<file path="src/design/bmbd_pkg.sv">
// ----------------------------------------------------------------------------
// bmbd_pkg
// Types and constants shared by the banked memory bus decoder modules.
// ----------------------------------------------------------------------------
package bmbd_pkg;

   localparam int QueueDepth = 2;

   typedef enum logic [2:0] {
      OP_READ  = 3'd0,
      OP_WRITE = 3'd1,
      OP_BREAK = 3'd2,
      OP_KEYROW = 3'd3,
      OP_TAPE  = 3'd4
   } op_type;

   typedef enum logic [2:0] {
      TGT_NONE  = 3'd0,
      TGT_RAM   = 3'd1,
      TGT_BASIC = 3'd2,
      TGT_PRN   = 3'd3,
      TGT_MON   = 3'd4,
      TGT_PIA   = 3'd5,
      TGT_IO    = 3'd6
   } tgt_type;

   typedef enum logic [1:0] {
      RMT_NONE = 2'd0,
      RMT_OFF  = 2'd1,
      RMT_ON   = 2'd2
   } rmt_type;

   typedef struct packed {
      logic [2:0]  operation;
      logic [15:0] address;
      logic [7:0]  write_data;
      logic        tape_level;
      logic [31:0] now_usec;
   } req_type;

   typedef struct packed {
      logic [7:0]  read_data;
      logic [2:0]  target;
      logic [15:0] mem_address;
      logic        mem_write;
      logic        color_we;
      logic [9:0]  color_index;
      logic [7:0]  color_value;
      logic [1:0]  remote_cmd;
      logic        mic_level;
      logic [4:0]  sound_level;
      logic        nmi_pulse;
      logic [3:0]  kbd_column;
   } rsp_type;

   // classified item passed from front to back
   typedef struct packed {
      logic [2:0]  op;
      logic [15:0] addr;
      logic [7:0]  data;
      logic        lvl;
      logic [31:0] now;
      logic        io_ee;
      logic        e8_win;
      logic        color_hit;
   } cls_type;

   localparam logic [15:0] IO_EE_BASE = 16'hee00;
   localparam logic [15:0] IO_E8_BASE = 16'he800;
   localparam logic [15:0] BASIC_BASE = 16'hb000;
   localparam logic [15:0] PRN_BASE   = 16'he000;
   localparam logic [15:0] MON_BASE   = 16'hf000;
   localparam logic [15:0] COLOR_LO   = 16'h0100;
   localparam logic [15:0] COLOR_HI   = 16'h0400;
   localparam logic [31:0] BIT0_W     = 32'd417;
   localparam logic [31:0] BIT0_TOL   = 32'd42;
   localparam logic [31:0] BIT1_W     = 32'd208;
   localparam logic [31:0] BIT1_TOL   = 32'd21;

endpackage

</file>
<file path="src/design/banked_memory_bus_decoder_unit.sv">
// ----------------------------------------------------------------------------
// banked_memory_bus_decoder_unit
// Bus decoder: front classifies, queue decouples, back executes.
// ----------------------------------------------------------------------------
// channel  dir  handshake              payload
// req      in   req_valid/req_ready    req_payload (req_type)
// rsp      out  rsp_valid/rsp_ready    rsp_payload (rsp_type)
//
// One item per cycle unless results stall; path: queue entry, result register.
// Synchronous active-high reset empties the queue and loads register defaults.
// A stalled result holds the back; the queue then absorbs up to DEPTH items
// before req_ready drops.
// ----------------------------------------------------------------------------
module banked_memory_bus_decoder_unit
   import bmbd_pkg::*;
#(
   parameter int DEPTH = QueueDepth
) (
   input  logic    clock,
   input  logic    reset,
   input  logic    req_valid,
   output logic    req_ready,
   input  req_type req_payload,
   output logic    rsp_valid,
   input  logic    rsp_ready,
   output rsp_type rsp_payload
);

   logic    q_valid, q_ready;
   cls_type q_item;

   bmbd_front #(.DEPTH(DEPTH)) u_front (
      .clock, .reset, .req_valid, .req_ready, .req_payload,
      .q_valid, .q_ready, .q_item
   );

   bmbd_back u_back (
      .clock, .reset, .q_valid, .q_ready, .q_item,
      .rsp_valid, .rsp_ready, .rsp_payload
   );

endmodule

</file>
<file path="src/design/bmbd_front.sv">
// ----------------------------------------------------------------------------
// bmbd_front
// Accepts items, classifies address windows and feeds the item queue.
// ----------------------------------------------------------------------------
module bmbd_front
   import bmbd_pkg::*;
#(
   parameter int DEPTH = QueueDepth
) (
   input  logic    clock,
   input  logic    reset,
   input  logic    req_valid,
   output logic    req_ready,
   input  req_type req_payload,
   output logic    q_valid,
   input  logic    q_ready,
   output cls_type q_item
);

   localparam int AW = (DEPTH > 1) ? $clog2(DEPTH) : 1;

   cls_type         mem_ff [DEPTH];
   logic [AW-1:0]   wr_ff, wr_in, rd_ff, rd_in;
   logic [AW:0]     cnt_ff, cnt_in;
   cls_type         cls;
   logic            push, pop;

   always_comb begin
      cls.op        = req_payload.operation;
      cls.addr      = req_payload.address;
      cls.data      = req_payload.write_data;
      cls.lvl       = req_payload.tape_level;
      cls.now       = req_payload.now_usec;
      cls.io_ee     = (req_payload.address & 16'hfe00) == IO_EE_BASE;
      cls.e8_win    = (req_payload.address & 16'hf800) == IO_E8_BASE;
      cls.color_hit = req_payload.address >= COLOR_LO && req_payload.address < COLOR_HI;
   end

   assign req_ready = cnt_ff != (AW+1)'(DEPTH);
   assign push      = req_valid && req_ready;
   assign q_valid   = cnt_ff != '0;
   assign pop       = q_valid && q_ready;
   assign q_item    = mem_ff[rd_ff];

   always_comb begin
      wr_in  = wr_ff;
      rd_in  = rd_ff;
      cnt_in = cnt_ff;
      if (push) begin
         wr_in = (wr_ff == AW'(DEPTH-1)) ? '0 : wr_ff + 1'b1;
      end
      if (pop) begin
         rd_in = (rd_ff == AW'(DEPTH-1)) ? '0 : rd_ff + 1'b1;
      end
      if (push && !pop) begin
         cnt_in = cnt_ff + 1'b1;
      end else if (pop && !push) begin
         cnt_in = cnt_ff - 1'b1;
      end
   end

   always_ff @(posedge clock) begin
      if (reset) begin
         wr_ff  <= '0;
         rd_ff  <= '0;
         cnt_ff <= '0;
      end else begin
         wr_ff  <= wr_in;
         rd_ff  <= rd_in;
         cnt_ff <= cnt_in;
      end
      if (push) begin
         mem_ff[wr_ff] <= cls;
      end
   end

endmodule

</file>
<file path="src/design/bmbd_back.sv">
// ----------------------------------------------------------------------------
// bmbd_back
// Executes classified items against the I/O registers and drives results.
// ----------------------------------------------------------------------------
module bmbd_back
   import bmbd_pkg::*;
(
   input  logic    clock,
   input  logic    reset,
   input  logic    q_valid,
   output logic    q_ready,
   input  cls_type q_item,
   output logic    rsp_valid,
   input  logic    rsp_ready,
   output rsp_type rsp_payload
);

   logic [7:0]  bank_ff, bank_in, chr_ff, chr_in, back_ff, back_in;
   logic [7:0]  cae_ff, cae_in, mode_ff, mode_in, row_ff, row_in;
   logic        rev_ff, rev_in, mic_ff, mic_in, nmie_ff, nmie_in;
   logic        brk_ff, brk_in, tprev_ff, tprev_in, tbit_ff, tbit_in;
   logic [4:0]  snd_ff, snd_in;
   logic [3:0]  col_ff, col_in;
   logic [31:0] rise_ff, rise_in, width;
   logic        ovalid_ff, ovalid_in, go;
   rsp_type     out_ff, out_in;
   logic [2:0]  mtgt;
   logic [15:0] moff;
   logic        e8;
   op_type      op;

   assign q_ready     = !ovalid_ff || rsp_ready;
   assign go          = q_valid && q_ready;
   assign rsp_valid   = ovalid_ff;
   assign rsp_payload = out_ff;
   assign e8          = q_item.e8_win && !bank_ff[1];
   assign width       = q_item.now - rise_ff;
   assign op          = op_type'(q_item.op);

   always_comb begin
      mtgt = TGT_RAM;
      moff = q_item.addr;
      if (q_item.addr < BASIC_BASE) begin
         mtgt = TGT_RAM;
      end else if (q_item.addr < PRN_BASE) begin
         if (!bank_ff[0]) begin
            mtgt = TGT_BASIC;
            moff = q_item.addr - BASIC_BASE;
         end
      end else if (q_item.addr < MON_BASE) begin
         if (!bank_ff[1]) begin
            mtgt = TGT_PRN;
            moff = q_item.addr - PRN_BASE;
         end
      end else if (!bank_ff[2]) begin
         mtgt = TGT_MON;
         moff = q_item.addr - MON_BASE;
      end
   end

   always_comb begin
      bank_in = bank_ff; chr_in = chr_ff; back_in = back_ff; cae_in = cae_ff;
      mode_in = mode_ff; row_in = row_ff; rev_in = rev_ff; mic_in = mic_ff;
      nmie_in = nmie_ff; brk_in = brk_ff; tprev_in = tprev_ff; tbit_in = tbit_ff;
      snd_in = snd_ff; col_in = col_ff; rise_in = rise_ff;
      ovalid_in = ovalid_ff && !rsp_ready;
      out_in = out_ff;
      if (go) begin
         ovalid_in = 1'b1;
         out_in = '0;
         unique case (op)
            OP_READ: begin
               if (q_item.io_ee) begin
                  out_in.target    = TGT_IO;
                  out_in.read_data = 8'hff;
                  case (q_item.addr)
                     16'hee00: begin
                        out_in.remote_cmd = RMT_OFF;
                        out_in.read_data  = 8'h01;
                     end
                     16'hee20: begin
                        out_in.remote_cmd = RMT_ON;
                        out_in.read_data  = 8'h01;
                     end
                     16'hee80: out_in.read_data = {tbit_ff, 7'd0};
                     16'heec0: out_in.read_data = row_ff;
                     16'hef80: begin
                        out_in.read_data = {brk_ff, 7'd0};
                        brk_in = 1'b0;
                     end
                     16'hefd0: out_in.read_data = bank_ff;
                     default: ;
                  endcase
               end else if (e8) begin
                  if (q_item.addr <= 16'he803) begin
                     out_in.target      = TGT_PIA;
                     out_in.mem_address = {14'd0, q_item.addr[1:0]};
                  end else begin
                     out_in.target = TGT_IO;
                     out_in.read_data = (q_item.addr == 16'he890) ? chr_ff :
                                        (q_item.addr == 16'he891) ? back_ff :
                                        (q_item.addr == 16'he892) ? cae_ff : 8'hff;
                  end
               end else begin
                  out_in.target      = mtgt;
                  out_in.mem_address = moff;
               end
            end
            OP_WRITE: begin
               if (q_item.io_ee) begin
                  out_in.target = TGT_IO;
                  case (q_item.addr)
                     16'hee40: rev_in = q_item.data[7];
                     16'hee80: begin
                        snd_in = q_item.data[5:1];
                        mic_in = ~q_item.data[0];
                     end
                     16'heec0: begin
                        col_in  = q_item.data[3:0];
                        nmie_in = q_item.data[7];
                     end
                     16'hefd0: bank_in = q_item.data;
                     16'hefe0: mode_in = q_item.data;
                     default: ;
                  endcase
               end else if (e8) begin
                  if (q_item.addr <= 16'he803) begin
                     out_in.target      = TGT_PIA;
                     out_in.mem_address = {14'd0, q_item.addr[1:0]};
                     out_in.mem_write   = 1'b1;
                  end else begin
                     out_in.target = TGT_IO;
                     if (q_item.addr == 16'he890) chr_in = q_item.data;
                     else if (q_item.addr == 16'he891) back_in = q_item.data;
                     else if (q_item.addr == 16'he892) cae_in = q_item.data;
                  end
               end else begin
                  if (q_item.color_hit) begin
                     out_in.color_we    = 1'b1;
                     out_in.color_index = 10'(q_item.addr - COLOR_LO);
                     out_in.color_value = chr_ff;
                  end
                  if (mtgt == TGT_RAM) begin
                     out_in.target      = TGT_RAM;
                     out_in.mem_address = moff;
                     out_in.mem_write   = 1'b1;
                  end
               end
            end
            OP_BREAK: begin
               out_in.nmi_pulse = nmie_ff;
               brk_in = 1'b1;
            end
            OP_KEYROW: row_in = q_item.data;
            OP_TAPE: begin
               if (!tprev_ff && q_item.lvl) begin
                  rise_in = q_item.now;
               end else if (tprev_ff && !q_item.lvl) begin
                  if (width > BIT0_W - BIT0_TOL && width < BIT0_W + BIT0_TOL) begin
                     tbit_in = 1'b0;
                  end else if (width > BIT1_W - BIT1_TOL && width < BIT1_W + BIT1_TOL) begin
                     tbit_in = 1'b1;
                  end
               end
               tprev_in = q_item.lvl;
            end
            default: ;
         endcase
         out_in.mic_level   = mic_in;
         out_in.sound_level = snd_in;
         out_in.kbd_column  = col_in;
      end
   end

   always_ff @(posedge clock) begin
      if (reset) begin
         bank_ff <= '0; chr_ff <= 8'd7; back_ff <= '0; cae_ff <= '0;
         mode_ff <= '0; row_ff <= 8'hff; rev_ff <= 1'b0; mic_ff <= 1'b0;
         nmie_ff <= 1'b0; brk_ff <= 1'b0; tprev_ff <= 1'b0; tbit_ff <= 1'b0;
         snd_ff <= '0; col_ff <= '0; rise_ff <= '0; ovalid_ff <= 1'b0;
      end else begin
         bank_ff <= bank_in; chr_ff <= chr_in; back_ff <= back_in; cae_ff <= cae_in;
         mode_ff <= mode_in; row_ff <= row_in; rev_ff <= rev_in; mic_ff <= mic_in;
         nmie_ff <= nmie_in; brk_ff <= brk_in; tprev_ff <= tprev_in;
         tbit_ff <= tbit_in; snd_ff <= snd_in; col_ff <= col_in;
         rise_ff <= rise_in; ovalid_ff <= ovalid_in;
      end
      out_ff <= out_in;
   end

endmodule

</file>
<file path="config.mk">
export PLATFORM = sky130hd
export DESIGN_NAME = banked_memory_bus_decoder_unit
export DESIGN_NICKNAME = d
export VERILOG_FILES = /design/src/design/bmbd_pkg.sv /design/src/design/banked_memory_bus_decoder_unit.sv /design/src/design/bmbd_front.sv /design/src/design/bmbd_back.sv
export SDC_FILE = /design/constraint.sdc
export NUM_CORES = 1
export LEC_CHECK = 0
export BUFFER_PORTS_ARGS = -buffer_cell sky130_fd_sc_hd__buf_4
export CAP_MARGIN = 25
export CORE_ASPECT_RATIO = 1.1
export CORE_MARGIN = 2
export CORE_UTILIZATION = 64
export CTS_CLUSTER_SIZE = 10
export DETAILED_ROUTE_END_ITERATION = 10
export PLACE_DENSITY = 0.95
export SLEW_MARGIN = 20
export SYNTH_ARGS = -nofsm -noshare
export SYNTH_HDL_FRONTEND = slang
export SYNTH_SLANG_ARGS = --single-unit
</file>
<file path="constraint.sdc">
create_clock -name clock -period 7.7 [get_ports clock]
set_input_delay 0 -clock clock [delete_from_list [all_inputs] [get_ports clock]]
set_output_delay 0 -clock clock [all_outputs]
set_load 0.03 [all_outputs]
</file>
==> Word level (Yosys, flattened, before mapping) <==
Memory sizes are Yosys's and may differ from the RTL's. A register that Yosys moved wholly into a read port is not among the register bits.
Index checks and enable logic that the tools add are counted.
{ "word_totals": {"ff_bits": 151, "ram_bits": 126, "out_inout_bits": 62, "mem_count": 1} }
{ "op_classes": {"addsub": 9, "magnitude_cmp": 10, "eq_ne": 19, "n_mux": 55, "n_bitwise": 8, "reduce_logical": 39} }
{ "memory_table": {"columns": ["name", "words", "word_bits", "rd", "rd_clocked_by_memory_dff", "wr", "line_no", "source"], "rows": [
  ["u_front.mem_ff", 2, 63, 1, 1, 1, "bmbd_front.sv:22", "cls_type mem_ff [DEPTH];"]
]} }
{ "op_table": {"columns": ["op", "n"], "rows": [
  ["$eq A16 B16 Y1 const B", 9],
  ["$mux W16", 7],
  ["$mux W19", 3],
  ["$lt A16 B16 Y1 const B", 3],
  ["$sub A16 B16 Y16 const B", 3],
  ["$mux W8", 5],
  ["$pmux W8 S5", 1],
  ["$pmux W19 S2", 1],
  ["$mux W36", 1],
  ["$gt A32 B8 Y1 const B", 1],
  ["$gt A32 B9 Y1 const B", 1],
  ["$lt A32 B8 Y1 const B", 1],
  ["$lt A32 B9 Y1 const B", 1],
  ["$sub A32 B32 Y32", 1],
  ["$mux W20", 1],
  ["$mux W18", 1],
  ["$mux W3", 6],
  ["$ge A16 B9 Y1 const B", 1],
  ["$le A16 B16 Y1 const B", 1],
  ["$lt A16 B11 Y1 const B", 1],
  ["$mux W5", 3],
  ["$mux W1", 14],
  ["$mux W2", 6],
  ["$mux W4", 3],
  ["29 further kinds", 65]
]} }

==> Longest topological paths before layout <==
Gate-level depths: netlist of run 1.
{ "logic_depth": {"word_depth": 9, "mapped_depth": 20, "mapped_depth_nobuf": 14} }

==> Cells and area by module <==
A second synthesis of run 1 with hierarchy kept.
{ "unflattened": {"hier_cells": 1152, "area_unflattened_um2": 13085.0} }
{ "modules_own_cells": {"columns": ["module", "n_inst", "cells_each", "area_per_inst_um2", "seq_area_each_um2"], "rows": [
  ["bmbd_back", 1, 926, 8279.2, 3543.4],
  ["bmbd_front", 1, 226, 4805.9, 3883.7]
]} }

==> Worst setup path before layout of run 1 <==
Ideal clock, no wire load.
{ "synth_path": {"path_type": "reg2reg", "startpoint": "reg with a tool-made name", "endpoint": "reg u_back.tbit_ff", "arrival_ns": 4.893, "path_slack_ns": 2.750, "stages_incl_launch_ff": 21, "n_path_buf": 6, "cell_sequence": "dfxtp_1 > buf_4 > buf_6 > buf_4 > buf_1 > buf_2 > buf_1 > mux2i_1 > ha_1 > inv_1 > fa_1 > a21o_1 > a221oi_4 > a2bb2oi_2 > a21boi_2 > or3_1 > a2111o_1 > a2111oi_4 > and4bb_1 > and2_1 > o21a_1"} }
{ "synth_rtl": {"columns": ["item", "line_no", "source"], "rows": [
  ["to (signal assigned)", "bmbd_back.sv:185", "tbit_ff <= tbit_in; snd_ff <= snd_in; col_ff <= col_in;"],
  ["to (decl)", "bmbd_back.sv:21", "logic brk_ff, brk_in, tprev_ff, tprev_in, tbit_ff, tbit_in;"]
]} }

==> impl_metrics.ini, run 1 <==
[sta]
fin_crit_ns = 4.66
finalHoldViolCount = 0
max_slew_margin_pct = 32.6
worstMarginPinSlew_ns = 1.01
finalCritPeriodShare_pct = 60.5
finalClockSkew_ns = 0.0145
setup_viol = 0
tns_ns = 0
max_freq_ghz = 0.215
rsz0062_at_grt = false
drv_slew = 0
setup_ws_ns = 3.04

[worst_setup_path]
cp.required_ns = 8.12
startpoint_type = flip-flop
end_kind = flip-flop
critical_path_class = reg -> reg
crit_arrival_ns = 5.08
cp_max_fo = 60

[layout]
drive_above_1_share_pct = 19.3
area_growth_pct = 20.6
fin_nets = 1437
antennaDiodeCount = 0
nFillCells = 1228
finish.utilization_pct = 78.1

[cts]
htree_levels = 2
cts_root_buf = clkbuf_16
insertion_delay_ns = 0.51
numCtsBuffers = 34
tritoncts = done
clockBufferDepth = 3
clock_sinks = 278
clkTransAtPathRegs_ns = 0.06

[pwr]
p_per_area_nw_per_um2 = 359
p_comb_share_pct = 39.1
pwr-share-seq_pct = 35.5
finalPower_mw = 5.76
irDropWorstVdd_uv = 239
switchingPower_mw = 2.14
clkPwrFrac_pct = 25.3
internal_power_mw = 3.61
p_leak_nw = 5.94
swShare_pct = 37.3

[die]
initial_core_util_pct = 64.8
die_h_um = 155
io_pins = 126
die-area_um2 = 21900
rows = 55
core_um2 = 20500
die_w_um = 141

[global_routing]
grt_pass1_wl_um = 49700
grt_overflow = 0
grt_pass1_vias = 10100
antenna_found_initial = 0
grt_max_degree = 93
grt_use_total_pct = 28.5

[logic_synthesis]
synth_edf_count = 186
synth_common_cells = 186 x edfxtp_1, 158 x nor2_1, 92 x dfxtp_1, 77 x mux2i_1, 64 x a21oi_1
seq_area_frac_synth_pct = 55.9
synthesis.area_um2 = 13300
syn_nets = 1253
synth_area_leaders = edfxtp_1 42%, dfxtp_1 14%, mux2i_1 5.8%
synth_top_cell_by_area = edfxtp_1
synthArstFlopShare_pct = 0
ys_types = 84
yosys_warnings = 0
synth_ff_type = edfxtp_1
synth_cells = 1149
synth_top_area_share_pct = 42.0
synth-seq-cells = 278
yosysMostFrequentCell = edfxtp_1
synth.avg_cell_area_um2 = 11.6

[place]
pre_cts_slack_ns = 3.16
hpwl_um = 20200
gp_congestion = 0.921
io_buffers = 125

[routing]
drtIter0Drc = 771
viasPerCell = 6.14
routed_wl_um = 31200
ant_nets = 0
detailroute.via_count = 9908
first_pass_iters = 6
drc_errors = 0
post_drt_wl_per_cell_um = 19.3

[min_path]
hp-class = in -> reg

[status]
status = finished clean

[flow_run]
drv_cap = 0
## registers in the layout, summed over array words and instances, names as in the netlist, 8 cells and up, named ones only
name,cells
u_back.rise_ff,32
u_back.rsp_payload,60
u_back.chr_ff,8
u_back.bank_ff,8
u_front.mem_ff,126
u_back.cae_ff,8
u_back.back_ff,8
u_back.row_ff,8
## placed cells by master, fill, tap and decap left out, drive strengths merged, types with 48 or more instances in the layout
master | netlist | layout
inv | 49 | 49
a21oi | 64 | 64
dfxtp | 92 | 92
dlygate4sd3 | 0 | 62
mux2 | 50 | 50
edfxtp | 186 | 186
nor2 | 160 | 160
buf | 22 | 133
clkbuf | 25 | 56
nand2 | 48 | 48
mux2i | 79 | 79
## cell families (layout without fill, tap and decap cells)
kind of cell	count (synthesis)	after routing	share of synthesized area, %
AO/OA/AOI/OAI	236	236	12.3
buffers and inverters	96	305	3.22
flip-flops	278	278	55.9
adder cells (fa/ha/maj)	40	40	3.82
XOR/XNOR	19	19	1.25
multiplexers	129	129	10.3
AND/OR/NAND/NOR	351	351	13.2
## final timing paths
path                               startpoint            endpoint  slack, ns  cells after the start
worst max-delay path                flip-flop      u_back.nmie_ff       3.04                     12
worst min-delay path                    reset  u_back.rise_ff[17]       0.09                      2
worst max register to register      flip-flop      u_back.nmie_ff       3.04                     12
worst min register to register  u_back.mic_ff       u_back.mic_ff       0.46                      2
## power by group through the flow
stage               logic (mW)  clock network [mW]  registers, mW
floorplan                 1.39                   0           2.27
global placement          2.13                   0           2.05
detailed placement        2.19                   0           2.07
CTS                       2.23                1.47           2.04
global route              2.44                1.53           2.07
finish                    2.25                1.46           2.05
## timing repair
action / 4_1_cts / 5_1_grt
setup buffers: 0 / 0
resized for setup: 0 / 0
hold buffers: 62 / 0
endpoints found under the setup margin: 0 / 0
hold endpoints to repair: 128 / 0
## metal layers
metal	wire [um]	GRT usage [%]	up-vias
met5	0	0	-
met4	1300	12.5	0
met3	1990	5.26	109
met2	16400	52.8	432
met1	11500	31.8	4738
li1	-	-	4629
## cell type report
class / count / area (um^2) / share of cell area, %
Clock buffer: 56 / 975 / 6.08
Clock inverter: 5 / 46.3 / 0.289
Inverter: 49 / 184 / 1.15
Multi-Input combinational cell: 775 / 5450 / 34.0
Sequential cell: 278 / 7430 / 46.4
Tap cell: 256 / 320 / 2.00
Timing Repair Buffer: 195 / 1620 / 10.1
## worst max-delay path: stages, from the launching register on
cell,delay (ns)
dfxtp_4,0.57
buf_4,0.76
mux2i_1,0.33
inv_1,0.23
ha_1,0.17
o211ai_1,0.18
nor4_2,0.40
nand2_1,0.22
nor3_2,0.56
nor2b_1,0.49
nand2_2,0.21
or2_0,0.30
a21oi_1,0.12
## metrics by stage
stage                     cells  cell area (um^2)  hold WS (ns)
after floorplan            1149             13300        0.0989
after global placement     1491             14400         0.185
after detailed placement   1491             14400         0.188
after CTS                  1614             16000         0.116
after global routing       1614             16000         0.143
final                      1614             16000        0.0859
No activity file was read; power rests on OpenSTA's default activity.
==> run 2, diff against run 1 <==
CORE_UTILIZATION = 54   (was 64)
PLACE_DENSITY = 0.87   (was 0.95)
clock period = 4.1 ns   (was 7.7 ns; I/O delays follow)
==> impl_metrics.ini, run 2 (synthesis results as in run 1) <==
[status]
status = finished clean

[sta]
rsz0062_at_grt = false
max_freq_ghz = 0.260
finalHoldViolCount = 0
drv_slew = 0
max_slew_margin_pct = 30.2
setup_ws_ns = 0.258
finalCritPeriodShare_pct = 93.7
fin_hold_ws_ns = 0.0670
tns_ns = 0
fin_crit_ns = 3.84
finalClockSkew_ns = 0.0291
worstMarginPinSlew_ns = 1.05
setup_viol = 0

[worst_setup_path]
cp_max_fo = 13
crit_arrival_ns = 4.30
cp.required_ns = 4.56
max_stage_delay_ns = 0.50
critical-path-top-delay-family = compound AO/OA/AOI/OAI gates
critical_path_class = reg -> reg
startpoint_type = flip-flop
path_cells = buf_8 > mux2_2 > ha_1 > and3_2 > a221oi_4 > a2bb2oi_2 > a21boi_2 > or3_1 > a2111o_1 > a2111oi_4 > and4bb_1 > and2_1 > o21a_1
crit_buf_inv = 1
cp_slowest_cell = dfxtp_4
end_kind = flip-flop
r2r_slack_ns = 0.26

[die]
die_h_um = 169
die-area_um2 = 25900
core_um2 = 24300
io_pins = 126
initial_core_util_pct = 54.6
rows = 60
die_w_um = 154

[cts]
clkTransAtPathRegs_ns = 0.06
htree_levels = 2
cts_root_buf = clkbuf_16
clockBufferDepth = 3
insertion_delay_ns = 0.52
tritoncts = done
numCtsBuffers = 34
clock_sinks = 278

[global_routing]
antenna_found_initial = 0
grt_max_degree = 93
grt_use_total_pct = 22.5
grt_pass1_vias = 9604
grt_pass1_wl_um = 47300
grt_overflow = 0

[place]
pre_cts_slack_ns = 0.152
io_buffers = 125
dpl.cell_count = 1555
gp_congestion = 0.934
dpl-instance-area_um2 = 14500
hpwl_um = 20100

[layout]
layout_commonest_cell = edfxtp_1
final_cell_mix = 186 x edfxtp_1, 157 x nor2_1, 142 x buf_4, 91 x dfxtp_1, 77 x mux2i_1
largest_register = u_front.mem_ff
area_growth_pct = 21.8
drive_above_1_share_pct = 20.0
largest_reg_flops = 126
finish.utilization_pct = 66.5
fin_nets = 1448
antennaDiodeCount = 0
final_cell_area_um2 = 16200
finalNonFillerCells = 1679

[pwr]
finalPower_mw = 10.7
p_leak_nw = 5.99
irDropWorstVdd_uv = 391
p_per_area_nw_per_um2 = 664

[routing]
ant_nets = 0
routed_wl_um = 29900
post_drt_wl_per_cell_um = 17.8
first_pass_iters = 6
detailroute.via_count = 9694
drc_errors = 0
drtIter0Drc = 626
viasPerCell = 5.77

[min_path]
hp-class = in -> reg

[flow_run]
drv_cap = 0
==> run 2: worst paths after layout <==
path	depth (start not counted)	to	from
worst max-delay path	13	u_back.tbit_ff	flip-flop
worst min-delay path	2	u_back.rise_ff[20]	reset
worst max register to register	13	u_back.tbit_ff	flip-flop
worst min register to register	2	u_back.nmie_ff	u_back.nmie_ff
==> run 2: routing by layer <==
metal	global-route usage (%)	up-vias	part of all wire, %
met4	9.25	0	3.2
li1	-	4660	-
met5	0	-	0
met3	3.81	68	6.1
met1	26.3	4621	40
met2	40.8	345	51
==> run 2: cell type report <==
cell class                 count  area (um^2)
fill                        1747         8140
sequential                   278         7430
multi-input combinational    775         5450
timing repair buffer         206         1720
clock buffer                  57          958
tap                          310          388
inverter                      49          184
clock inverter                 4         46.3
==> run 2: what timing repair did <==
| action | 4_1_cts | 5_1_grt |
|---|---|---|
| endpoints found under the hold margin | 128 | 0 |
| buffers inserted | 0 | 1 |
| resized for setup | 0 | 1 |
| hold buffers | 62 | 0 |
| endpoints found under the setup margin | 0 | 3 |
==> run 2: worst reg2reg max path, stage by stage, from the launching register on <==
cell	delay (ns)
dfxtp_4	0.50
buf_8	0.22
mux2_2	0.39
ha_1	0.35
and3_2	0.22
a221oi_4	0.31
a2bb2oi_2	0.31
a21boi_2	0.09
or3_1	0.32
a2111o_1	0.41
a2111oi_4	0.23
and4bb_1	0.22
and2_1	0.12
o21a_1	0.10
==> run 2: power breakdown <==
part / internal [mW] / switching [mW] / total (mW)
Combinational: 1.59 / 2.67 / 4.25
Clock: 1.60 / 1.09 / 2.69
Sequential: 3.61 / 0.190 / 3.80
